--- src/ecr_pkg.sv ---
// Shared types, constants and color-stop tables for the elevation color ramp.
// No dependencies; every other file in this block imports this package.
package ecr_pkg;

  // Sample and sea-level width, signed fixed point with 4 fraction bits
  localparam int ELEV_BITS  = 20;
  // Signed width of height/depth differences and spans
  localparam int SPAN_W     = ELEV_BITS + 2;
  // Unsigned width of a clamped numerator or denominator
  localparam int NUM_W      = ELEV_BITS + 1;
  // Blend factor: Q_BITS quotient bits, plus one bit for exactly 1.0
  localparam int Q_BITS     = 16;
  localparam int U_W        = Q_BITS + 1;
  localparam int FRAC_SCALE = 16;

  // Breakpoints and spans in 1/16 m
  localparam logic signed [SPAN_W-1:0] SHALLOW_SPAN  = SPAN_W'(200 * FRAC_SCALE);
  localparam logic signed [SPAN_W-1:0] LAND_B1       = SPAN_W'(200 * FRAC_SCALE);
  localparam logic signed [SPAN_W-1:0] LAND_B2       = SPAN_W'(800 * FRAC_SCALE);
  localparam logic signed [SPAN_W-1:0] LAND_B3       = SPAN_W'(2000 * FRAC_SCALE);
  localparam logic signed [SPAN_W-1:0] LAND_B4       = SPAN_W'(4000 * FRAC_SCALE);
  localparam logic signed [SPAN_W-1:0] LAND_B5       = SPAN_W'(6000 * FRAC_SCALE);
  localparam logic signed [SPAN_W-1:0] TOP_SPAN      = SPAN_W'(3000 * FRAC_SCALE);
  // Deep-ocean span is datum - floor - shallow span
  localparam logic signed [SPAN_W-1:0] OCEAN_DEN_OFS =
    SPAN_W'((6000 - 200) * FRAC_SCALE);

  typedef logic [7:0] chan_t;

  typedef struct packed {
    chan_t red;
    chan_t green;
    chan_t blue;
  } rgb_t;

  // Color stops
  localparam rgb_t C_SHALLOW = '{red: 8'd70,  green: 8'd150, blue: 8'd245};
  localparam rgb_t C_MID     = '{red: 8'd30,  green: 8'd80,  blue: 8'd180};
  localparam rgb_t C_DEEP    = '{red: 8'd5,   green: 8'd15,  blue: 8'd80};
  localparam rgb_t C_DKGREEN = '{red: 8'd20,  green: 8'd100, blue: 8'd30};
  localparam rgb_t C_GREEN   = '{red: 8'd50,  green: 8'd170, blue: 8'd60};
  localparam rgb_t C_YELLOW  = '{red: 8'd220, green: 8'd200, blue: 8'd40};
  localparam rgb_t C_ORANGE  = '{red: 8'd210, green: 8'd120, blue: 8'd30};
  localparam rgb_t C_RED     = '{red: 8'd190, green: 8'd50,  blue: 8'd30};
  localparam rgb_t C_PURPLE  = '{red: 8'd140, green: 8'd60,  blue: 8'd170};
  localparam rgb_t C_WHITE   = '{red: 8'd255, green: 8'd255, blue: 8'd255};

  // Ramp segment a sample falls into
  typedef enum logic [2:0] {
    SEG_SHALLOW,
    SEG_DEEP,
    SEG_LAND0,
    SEG_LAND1,
    SEG_LAND2,
    SEG_LAND3,
    SEG_LAND4,
    SEG_LAND5
  } seg_t;

  typedef struct packed {
    logic signed [ELEV_BITS-1:0] elevation;
    logic                        end_of_frame;
  } in_word_t;

  typedef struct packed {
    chan_t red;
    chan_t green;
    chan_t blue;
    logic  frame_done;
  } out_word_t;

  // Word carried through the divider stages
  typedef struct packed {
    seg_t              seg;
    logic [NUM_W-1:0]  rem;
    logic [NUM_W-1:0]  den;
    logic [Q_BITS-1:0] quo;
    logic              full;
    logic              zero;
    logic              eof;
  } div_word_t;

  // Start color of a segment
  function automatic rgb_t seg_lo(input seg_t s);
    rgb_t c;
    case (s)
      SEG_SHALLOW: c = C_SHALLOW;
      SEG_DEEP:    c = C_MID;
      SEG_LAND0:   c = C_DKGREEN;
      SEG_LAND1:   c = C_GREEN;
      SEG_LAND2:   c = C_YELLOW;
      SEG_LAND3:   c = C_ORANGE;
      SEG_LAND4:   c = C_RED;
      SEG_LAND5:   c = C_PURPLE;
      default:     c = C_PURPLE;
    endcase
    return c;
  endfunction

  // End color of a segment
  function automatic rgb_t seg_hi(input seg_t s);
    rgb_t c;
    case (s)
      SEG_SHALLOW: c = C_MID;
      SEG_DEEP:    c = C_DEEP;
      SEG_LAND0:   c = C_GREEN;
      SEG_LAND1:   c = C_YELLOW;
      SEG_LAND2:   c = C_ORANGE;
      SEG_LAND3:   c = C_RED;
      SEG_LAND4:   c = C_PURPLE;
      SEG_LAND5:   c = C_WHITE;
      default:     c = C_WHITE;
    endcase
    return c;
  endfunction

endpackage

--- src/elevation_color_ramp.sv ---
// Elevation color ramp: one signed elevation word in, one RGB word out.
// Register stages: 3 front stages, 16 divider stages, multiply, output register.
// Throughput one word per clock; each stage holds under backpressure and fills bubbles.
// The blend factor comes from a 16-stage pipelined divider, one quotient bit per stage.
// Synchronous active-low reset clears all valid bits and sets the datum register to 0.
// Depends on ecr_pkg, ecr_front, ecr_div and ecr_blend.
module elevation_color_ramp import ecr_pkg::*; (
  input  logic                        clk,
  input  logic                        rst_n,
  input  logic                        cfg_wr_en,
  input  logic signed [ELEV_BITS-1:0] cfg_wr_data,
  input  logic                        in_valid,
  output logic                        in_ready,
  input  in_word_t                    in_word,
  output logic                        out_valid,
  input  logic                        out_ready,
  output out_word_t                   out_word
);

  logic signed [ELEV_BITS-1:0] datum_r;

  logic      front_valid, front_ready;
  div_word_t front_word;
  logic      div_valid, div_ready;
  div_word_t div_word;

  // Sea-level register
  always_ff @(posedge clk) begin
    if (!rst_n) begin
      datum_r <= '0;
    end else if (cfg_wr_en) begin
      datum_r <= cfg_wr_data;
    end
  end

  ecr_front u_front (
    .clk       (clk),
    .rst_n     (rst_n),
    .datum     (datum_r),
    .up_valid  (in_valid),
    .up_ready  (in_ready),
    .up_word   (in_word),
    .dn_valid  (front_valid),
    .dn_ready  (front_ready),
    .dn_word   (front_word)
  );

  ecr_div u_div (
    .clk      (clk),
    .rst_n    (rst_n),
    .up_valid (front_valid),
    .up_ready (front_ready),
    .up_word  (front_word),
    .dn_valid (div_valid),
    .dn_ready (div_ready),
    .dn_word  (div_word)
  );

  ecr_blend u_blend (
    .clk      (clk),
    .rst_n    (rst_n),
    .up_valid (div_valid),
    .up_ready (div_ready),
    .up_word  (div_word),
    .dn_valid (out_valid),
    .dn_ready (out_ready),
    .dn_word  (out_word)
  );

  // Empty output register means every stage can move, so input is ready
  a_ready_when_drained: assert property (@(posedge clk) disable iff (!rst_n)
    !out_valid |-> in_ready)
    else $error("in_ready low with an empty output stage");

  // Reset leaves no word at the output
  a_reset_clears: assert property (@(posedge clk)
    !rst_n |=> !out_valid)
    else $error("out_valid set right after reset");

  // Saturated and zero factor are exclusive
  a_clamp_exclusive: assert property (@(posedge clk) disable iff (!rst_n)
    front_valid |-> !(front_word.full && front_word.zero))
    else $error("blend factor flagged both full and zero");

endmodule

--- src/ecr_front.sv ---
// Front end: height/depth difference, segment select and blend-factor clamp.
// Three register stages; depends on ecr_pkg.
module ecr_front import ecr_pkg::*; (
  input  logic                        clk,
  input  logic                        rst_n,
  input  logic signed [ELEV_BITS-1:0] datum,
  input  logic                        up_valid,
  output logic                        up_ready,
  input  in_word_t                    up_word,
  output logic                        dn_valid,
  input  logic                        dn_ready,
  output div_word_t                   dn_word
);

  logic v1_r, v2_r, v3_r;
  logic en1, en2, en3;

  logic signed [SPAN_W-1:0] diff1_r, oden1_r;
  logic                     eof1_r;

  seg_t                     seg2_r, seg_nxt;
  logic signed [SPAN_W-1:0] num2_r, den2_r, num_nxt, den_nxt;
  logic                     eof2_r;
  logic signed [SPAN_W-1:0] depth;

  div_word_t word3_r, word_nxt;
  logic      zero_nxt, full_nxt;

  // Stage enables: a stage moves when empty or when its successor moves
  assign en3      = !v3_r || dn_ready;
  assign en2      = !v2_r || en3;
  assign en1      = !v1_r || en2;
  assign up_ready = en1;

  always_ff @(posedge clk) begin
    if (!rst_n) begin
      v1_r <= 1'b0;
      v2_r <= 1'b0;
      v3_r <= 1'b0;
    end else begin
      if (en1) v1_r <= up_valid;
      if (en2) v2_r <= v1_r;
      if (en3) v3_r <= v2_r;
    end
  end

  // Stage 1: height above sea level, deep-ocean span
  always_ff @(posedge clk) begin
    if (en1) begin
      diff1_r <= SPAN_W'(up_word.elevation) - SPAN_W'(datum);
      oden1_r <= SPAN_W'(datum) + OCEAN_DEN_OFS;
      eof1_r  <= up_word.end_of_frame;
    end
  end

  // Stage 2: pick segment, numerator and span
  always_comb begin
    depth   = -diff1_r;
    seg_nxt = SEG_LAND5;
    num_nxt = diff1_r - LAND_B5;
    den_nxt = TOP_SPAN;
    if (diff1_r[SPAN_W-1]) begin
      if (depth < SHALLOW_SPAN) begin
        seg_nxt = SEG_SHALLOW;
        num_nxt = depth;
        den_nxt = SHALLOW_SPAN;
      end else begin
        seg_nxt = SEG_DEEP;
        num_nxt = depth - SHALLOW_SPAN;
        den_nxt = oden1_r;
      end
    end else if (diff1_r < LAND_B1) begin
      seg_nxt = SEG_LAND0;
      num_nxt = diff1_r;
      den_nxt = LAND_B1;
    end else if (diff1_r < LAND_B2) begin
      seg_nxt = SEG_LAND1;
      num_nxt = diff1_r - LAND_B1;
      den_nxt = LAND_B2 - LAND_B1;
    end else if (diff1_r < LAND_B3) begin
      seg_nxt = SEG_LAND2;
      num_nxt = diff1_r - LAND_B2;
      den_nxt = LAND_B3 - LAND_B2;
    end else if (diff1_r < LAND_B4) begin
      seg_nxt = SEG_LAND3;
      num_nxt = diff1_r - LAND_B3;
      den_nxt = LAND_B4 - LAND_B3;
    end else if (diff1_r < LAND_B5) begin
      seg_nxt = SEG_LAND4;
      num_nxt = diff1_r - LAND_B4;
      den_nxt = LAND_B5 - LAND_B4;
    end
  end

  always_ff @(posedge clk) begin
    if (en2) begin
      seg2_r <= seg_nxt;
      num2_r <= num_nxt;
      den2_r <= den_nxt;
      eof2_r <= eof1_r;
    end
  end

  // Stage 3: factor is 0 on empty span or non-positive numerator, 1 when num >= den
  always_comb begin
    zero_nxt      = den2_r[SPAN_W-1] || (den2_r == '0) ||
                    num2_r[SPAN_W-1] || (num2_r == '0);
    full_nxt      = !zero_nxt && (num2_r >= den2_r);
    word_nxt.seg  = seg2_r;
    word_nxt.rem  = NUM_W'(num2_r);
    word_nxt.den  = NUM_W'(den2_r);
    word_nxt.quo  = '0;
    word_nxt.full = full_nxt;
    word_nxt.zero = zero_nxt;
    word_nxt.eof  = eof2_r;
  end

  always_ff @(posedge clk) begin
    if (en3) word3_r <= word_nxt;
  end

  assign dn_valid = v3_r;
  assign dn_word  = word3_r;

endmodule

--- src/ecr_div.sv ---
// Pipelined restoring divider: one quotient bit of rem * 2^16 / den per stage.
// Q_BITS register stages; depends on ecr_pkg.
module ecr_div import ecr_pkg::*; (
  input  logic      clk,
  input  logic      rst_n,
  input  logic      up_valid,
  output logic      up_ready,
  input  div_word_t up_word,
  output logic      dn_valid,
  input  logic      dn_ready,
  output div_word_t dn_word
);

  div_word_t            stage_r [Q_BITS];
  div_word_t            src_w   [Q_BITS];
  div_word_t            step_nxt[Q_BITS];
  logic [Q_BITS-1:0]    v_r;
  logic [Q_BITS-1:0]    en;
  logic [Q_BITS-1:0]    src_v;

  for (genvar k = 0; k < Q_BITS; k++) begin : g_stage
    logic [NUM_W:0] shifted;
    logic [NUM_W:0] trial;
    logic           take;

    // Source of this stage and its enable
    if (k == 0) begin : g_first
      assign src_w[k] = up_word;
      assign src_v[k] = up_valid;
    end else begin : g_rest
      assign src_w[k] = stage_r[k-1];
      assign src_v[k] = v_r[k-1];
    end

    if (k == Q_BITS - 1) begin : g_last
      assign en[k] = !v_r[k] || dn_ready;
    end else begin : g_mid
      assign en[k] = !v_r[k] || en[k+1];
    end

    // One shift-compare-subtract step
    always_comb begin
      shifted  = {src_w[k].rem, 1'b0};
      trial    = shifted - {1'b0, src_w[k].den};
      take     = (shifted >= {1'b0, src_w[k].den});
      step_nxt[k]     = src_w[k];
      step_nxt[k].rem = take ? trial[NUM_W-1:0] : shifted[NUM_W-1:0];
      step_nxt[k].quo = {src_w[k].quo[Q_BITS-2:0], take};
    end

    always_ff @(posedge clk) begin
      if (!rst_n) begin
        v_r[k] <= 1'b0;
      end else if (en[k]) begin
        v_r[k] <= src_v[k];
      end
    end

    always_ff @(posedge clk) begin
      if (en[k]) stage_r[k] <= step_nxt[k];
    end
  end

  assign up_ready = en[0];
  assign dn_valid = v_r[Q_BITS-1];
  assign dn_word  = stage_r[Q_BITS-1];

endmodule

--- src/ecr_blend.sv ---
// Color blend: per-channel lo + (hi - lo) * u, rounded half up.
// Multiply stage then output register; depends on ecr_pkg.
module ecr_blend import ecr_pkg::*; (
  input  logic      clk,
  input  logic      rst_n,
  input  logic      up_valid,
  output logic      up_ready,
  input  div_word_t up_word,
  output logic      dn_valid,
  input  logic      dn_ready,
  output out_word_t dn_word
);

  localparam int PROD_W = 27;
  localparam logic signed [PROD_W-1:0] HALF = PROD_W'(32768);

  logic va_r, vb_r;
  logic en_a, en_b;

  logic [U_W-1:0]                fac;
  logic [2:0][7:0]               lo_c, hi_c;
  logic signed [2:0][PROD_W-1:0] prod_nxt;
  logic signed [2:0][PROD_W-1:0] prod_r;
  logic [2:0][7:0]               lo_r;
  logic                          eof_r;

  logic signed [2:0][PROD_W-1:0] sum;
  out_word_t                     word_r, word_nxt;

  assign en_b     = !vb_r || dn_ready;
  assign en_a     = !va_r || en_b;
  assign up_ready = en_a;

  always_ff @(posedge clk) begin
    if (!rst_n) begin
      va_r <= 1'b0;
      vb_r <= 1'b0;
    end else begin
      if (en_a) va_r <= up_valid;
      if (en_b) vb_r <= va_r;
    end
  end

  // Stage A: blend factor and (hi - lo) * u per channel
  always_comb begin
    if (up_word.full) begin
      fac = U_W'(1) << Q_BITS;
    end else if (up_word.zero) begin
      fac = '0;
    end else begin
      fac = {1'b0, up_word.quo};
    end
    lo_c = seg_lo(up_word.seg);
    hi_c = seg_hi(up_word.seg);
    for (int c = 0; c < 3; c++) begin
      prod_nxt[c] = ($signed({1'b0, hi_c[c]}) - $signed({1'b0, lo_c[c]})) *
                    $signed({1'b0, fac});
    end
  end

  always_ff @(posedge clk) begin
    if (en_a) begin
      prod_r <= prod_nxt;
      lo_r   <= lo_c;
      eof_r  <= up_word.eof;
    end
  end

  // Stage B: add start color and rounding half, take the integer byte
  always_comb begin
    for (int c = 0; c < 3; c++) begin
      sum[c] = $signed({3'b000, lo_r[c], 16'h0000}) + prod_r[c] + HALF;
    end
    word_nxt.red        = sum[2][23:16];
    word_nxt.green      = sum[1][23:16];
    word_nxt.blue       = sum[0][23:16];
    word_nxt.frame_done = eof_r;
  end

  always_ff @(posedge clk) begin
    if (en_b) word_r <= word_nxt;
  end

  assign dn_valid = vb_r;
  assign dn_word  = word_r;

endmodule
--- config.mk ---
export PLATFORM = sky130hd
export DESIGN_NAME = elevation_color_ramp
export DESIGN_NICKNAME = d
export VERILOG_FILES = /design/src/ecr_pkg.sv /design/src/elevation_color_ramp.sv /design/src/ecr_front.sv /design/src/ecr_div.sv /design/src/ecr_blend.sv
export SDC_FILE = /design/constraint.sdc
export NUM_CORES = 2
export LEC_CHECK = 0
export BUFFER_PORTS_ARGS = -buffer_cell sky130_fd_sc_hd__buf_2
export CAP_MARGIN = 30
export CORE_MARGIN = 3
export CORE_UTILIZATION = 38
export CTS_CLUSTER_DIAMETER = 150
export CTS_CLUSTER_SIZE = 25
export DETAILED_ROUTE_END_ITERATION = 10
export GPL_TIMING_DRIVEN = 1
export PLACE_DENSITY = 0.51
export SYNTH_ARGS = -nofsm -noshare
export SYNTH_HDL_FRONTEND = slang
export SYNTH_SLANG_ARGS = --single-unit
--- constraint.sdc ---
create_clock -name clk -period 9.25 [get_ports clk]
set_input_delay 1.3875 -clock clk [delete_from_list [all_inputs] [get_ports clk]]
set_output_delay 1.3875 -clock clk [all_outputs]
set_load 0.005 [all_outputs]
==> impl_metrics.env <==
export IMPL_h_tree_depth=2
export IMPL_port_buffers=72
export IMPL_route_detailed_drc=0
export IMPL_max_slew_margin_rel=0.349
export IMPL_ys_seq_area_frac=0.465
export IMPL_coreArea_sq_mm=0.186
export IMPL_worstHoldStart="u_div.stage_r[0][451]"
export IMPL_place_congestion=0.871
export IMPL_cp_start_kind="register"
export IMPL_clock_path_buffers=3
export IMPL_via_per_inst=5.12
export IMPL_setup_viol=0
export IMPL_mostFrequentLayoutCells="edfxtp_1 (1073), inv_1 (792), ha_1 (590)"
export IMPL_numCtsBuffers=51
export IMPL_min_period_ns=8.49
export IMPL_pin_count=73
export IMPL_synthToLayoutAreaGrowth_pct=7.38
export IMPL_max_cap_viol_count=0
export IMPL_worst_slew_pin_slew_ns=0.952
export IMPL_syn_nets=7316
export IMPL_drt_iter0_markers=2741
export IMPL_hpwl_mm=128
export IMPL_mostFrequentLayoutCell="edfxtp_1"
export IMPL_nets=7373
export IMPL_first_global_vias=46300
export IMPL_mappedNetlistArea_sq_mm=0.0711
export IMPL_synth_area_per_cell_sq_um=11.2
export IMPL_clk_latency_ns=0.72
export IMPL_die_x_microns=439
export IMPL_final_seq_area_sq_mm=0.0330
export IMPL_cts_resized=0
export IMPL_final_layout_size_suffix_gt1_frac=0.0706
export IMPL_dieArea_sq_mm=0.192
export IMPL_path_common_cell="inv_1"
export IMPL_slowest_delay_ns=0.58
export IMPL_cts_root_buf="clkbuf_16"
export IMPL_cts_sinks=1114
export IMPL_crit_path_end_kind="register"
export IMPL_vias=45600
export IMPL_wl_per_cell_microns=18.4
export IMPL_grt_overflow_total=0
export IMPL_r2r_setup_slack_ns=0.76
export IMPL_ys_ff_latch=1114
export IMPL_fmax_mhz=118
export IMPL_run_status="complete, no violations"
export IMPL_multi_input_area_sq_mm=0.0346
export IMPL_rsz0062_at_grt="no"
export IMPL_fin_crit_sh=0.917
export IMPL_r2r_end="u_blend.prod_r[50]"
export IMPL_min_to="u_div.stage_r[1][4]"
export IMPL_synthArstFlopShare=0
export IMPL_required_ns=9.68
export IMPL_worstPathMaxFanout=11
export IMPL_grt_max_degree=64
export IMPL_start_util=0.383
export IMPL_synth_cell_types=84
export IMPL_grt_usage=0.169
export IMPL_antenna_found_initial=4
export IMPL_grt_pass1_wl_mm=261
export IMPL_yosysWarningCount=0
export IMPL_syn_inst=6347
export IMPL_hold_buffers=0
export IMPL_cp_top_family="adder cells"
export IMPL_cts_tree="yes"
export IMPL_hold_viol=0
export IMPL_rows=158
export IMPL_final_antenna_net_count=0
export IMPL_r2r_start="u_div.stage_r[1][510]"
export IMPL_yosys_area_top_type="edfxtp_1"
export IMPL_whs_path_depth=0
export IMPL_synth_top_cells_by_area="edfxtp_1 (45%), ha_1 (10%), fa_1 (9.4%)"
export IMPL_cp_arrival_ns=8.92
export IMPL_critical_path_slowest_cell="fa_1"
export IMPL_synth_flop_cell="edfxtp_1"
export IMPL_worstSetupPathType="register to register"
export IMPL_n_fill_cell=17800
export IMPL_fin_skew_ns=0.0693
export IMPL_synth_edf_count=1073
export IMPL_path_clk_slew_ns=0.11
export IMPL_finalMaxSlewViolations=0
export IMPL_fin_setup_tns_ns=0
export IMPL_die_h_microns=439
export IMPL_worst_path_buf_inv=6
export IMPL_drtPass1Iterations=6
export IMPL_synth_top_area_frac=0.453
export IMPL_hp_class="register to register"
export IMPL_wirelength_mm=164
export IMPL_post_cts_buffers=0
export IMPL_r2r_cells=31
cell families (layout without fill, tap and decap cells):
family,after synthesis,in the layout,share of synthesized area
AO/OA/AOI/OAI,1150,1150,0.102
XOR/XNOR,376,376,0.0463
adder cells (fa/ha/maj),923,923,0.197
buffers and inverters,954,1034,0.0506
flip-flops,1114,1114,0.465
multiplexers,205,205,0.0317
other,0,3,0
AND/OR/NAND/NOR,1625,1625,0.108
how the worst max path moves through the flow:
stage,startpoint,end,cells after the start
detailed placement,u_div.stage_r[1][510],u_blend.prod_r[50],31
finish,u_div.stage_r[1][510],u_blend.prod_r[50],31
floorplan,u_div.stage_r[1][510],u_blend.prod_r[77],27
global placement,u_div.stage_r[1][510],u_blend.prod_r[50],31
CTS,u_div.stage_r[1][510],u_blend.prod_r[50],31
global route,u_div.stage_r[1][510],u_blend.prod_r[50],31
stage by stage:
step / util / setup WS [ns] / cell area, sq um / hold slack (ns) / std cells
final: 0.411 / 0.764 / 76400 / 0.374 / 8910
after global routing: 0.411 / 0.159 / 76400 / 0.370 / 8908
after CTS: 0.411 / 0.791 / 76400 / 0.361 / 8907
after detailed placement: 0.403 / 0.784 / 74900 / 0.405 / 8831
after global placement: 0.402 / 0.896 / 74700 / 0.401 / 8823
after floorplan: - / 1.45 / 71100 / 0.400 / 6347
synth_stat cells, drive strengths merged (11+ instances only):
library cell / count
fa: 333
dfxtp: 41
o21a: 78
a2111oi: 12
a21o: 136
xor2: 118
o211ai: 13
o21bai: 31
mux2: 161
o31a: 11
ha: 590
o21ai: 242
or2: 31
a31oi: 36
clkbuf: 133
edfxtp: 1073
nor4: 37
a21boi: 21
nor2: 559
inv: 801
xnor2: 258
or3: 38
nor2b: 93
a211oi: 39
nand2: 396
and3: 46
a21oi: 386
buf: 19
o41ai: 11
and2: 42
nand3: 79
mux2i: 44
nor3: 93
nand4: 65
nand2b: 100
o31ai: 25
layout make-up:
type,instances,area share
inverters,802,0.0394
multi-input cells,4279,0.453
clock inverters,6,0.00187
repair buffers,156,0.0150
clock buffers,70,0.0176
diodes,3,0.0000983
flip-flops and latches,1114,0.433
well taps,2480,0.0406
routing by layer:
metal,track usage,wire length (microns)
met3,0.0151,5410
met4,0.0396,3840
met5,0,13
met2,0.298,81000
met1,0.225,73300
state kept, by name, indices dropped and copies added (netlist names), 3 cells and up:
signal           count
u_blend.dn_word     25
u_div.src_v         15
datum_r             20
u_front.seg2_r       3
u_front.den2_r      21
u_front.oden1_r     21
u_blend.prod_r      27
u_front.num2_r      22
u_front.diff1_r     21
u_blend.lo_r        20
u_div.stage_r      862
u_front.dn_word     48
Power is left out: the tool's default activity adds up to more than one toggle a clock period on the data nets, which glitch-free logic cannot reach.
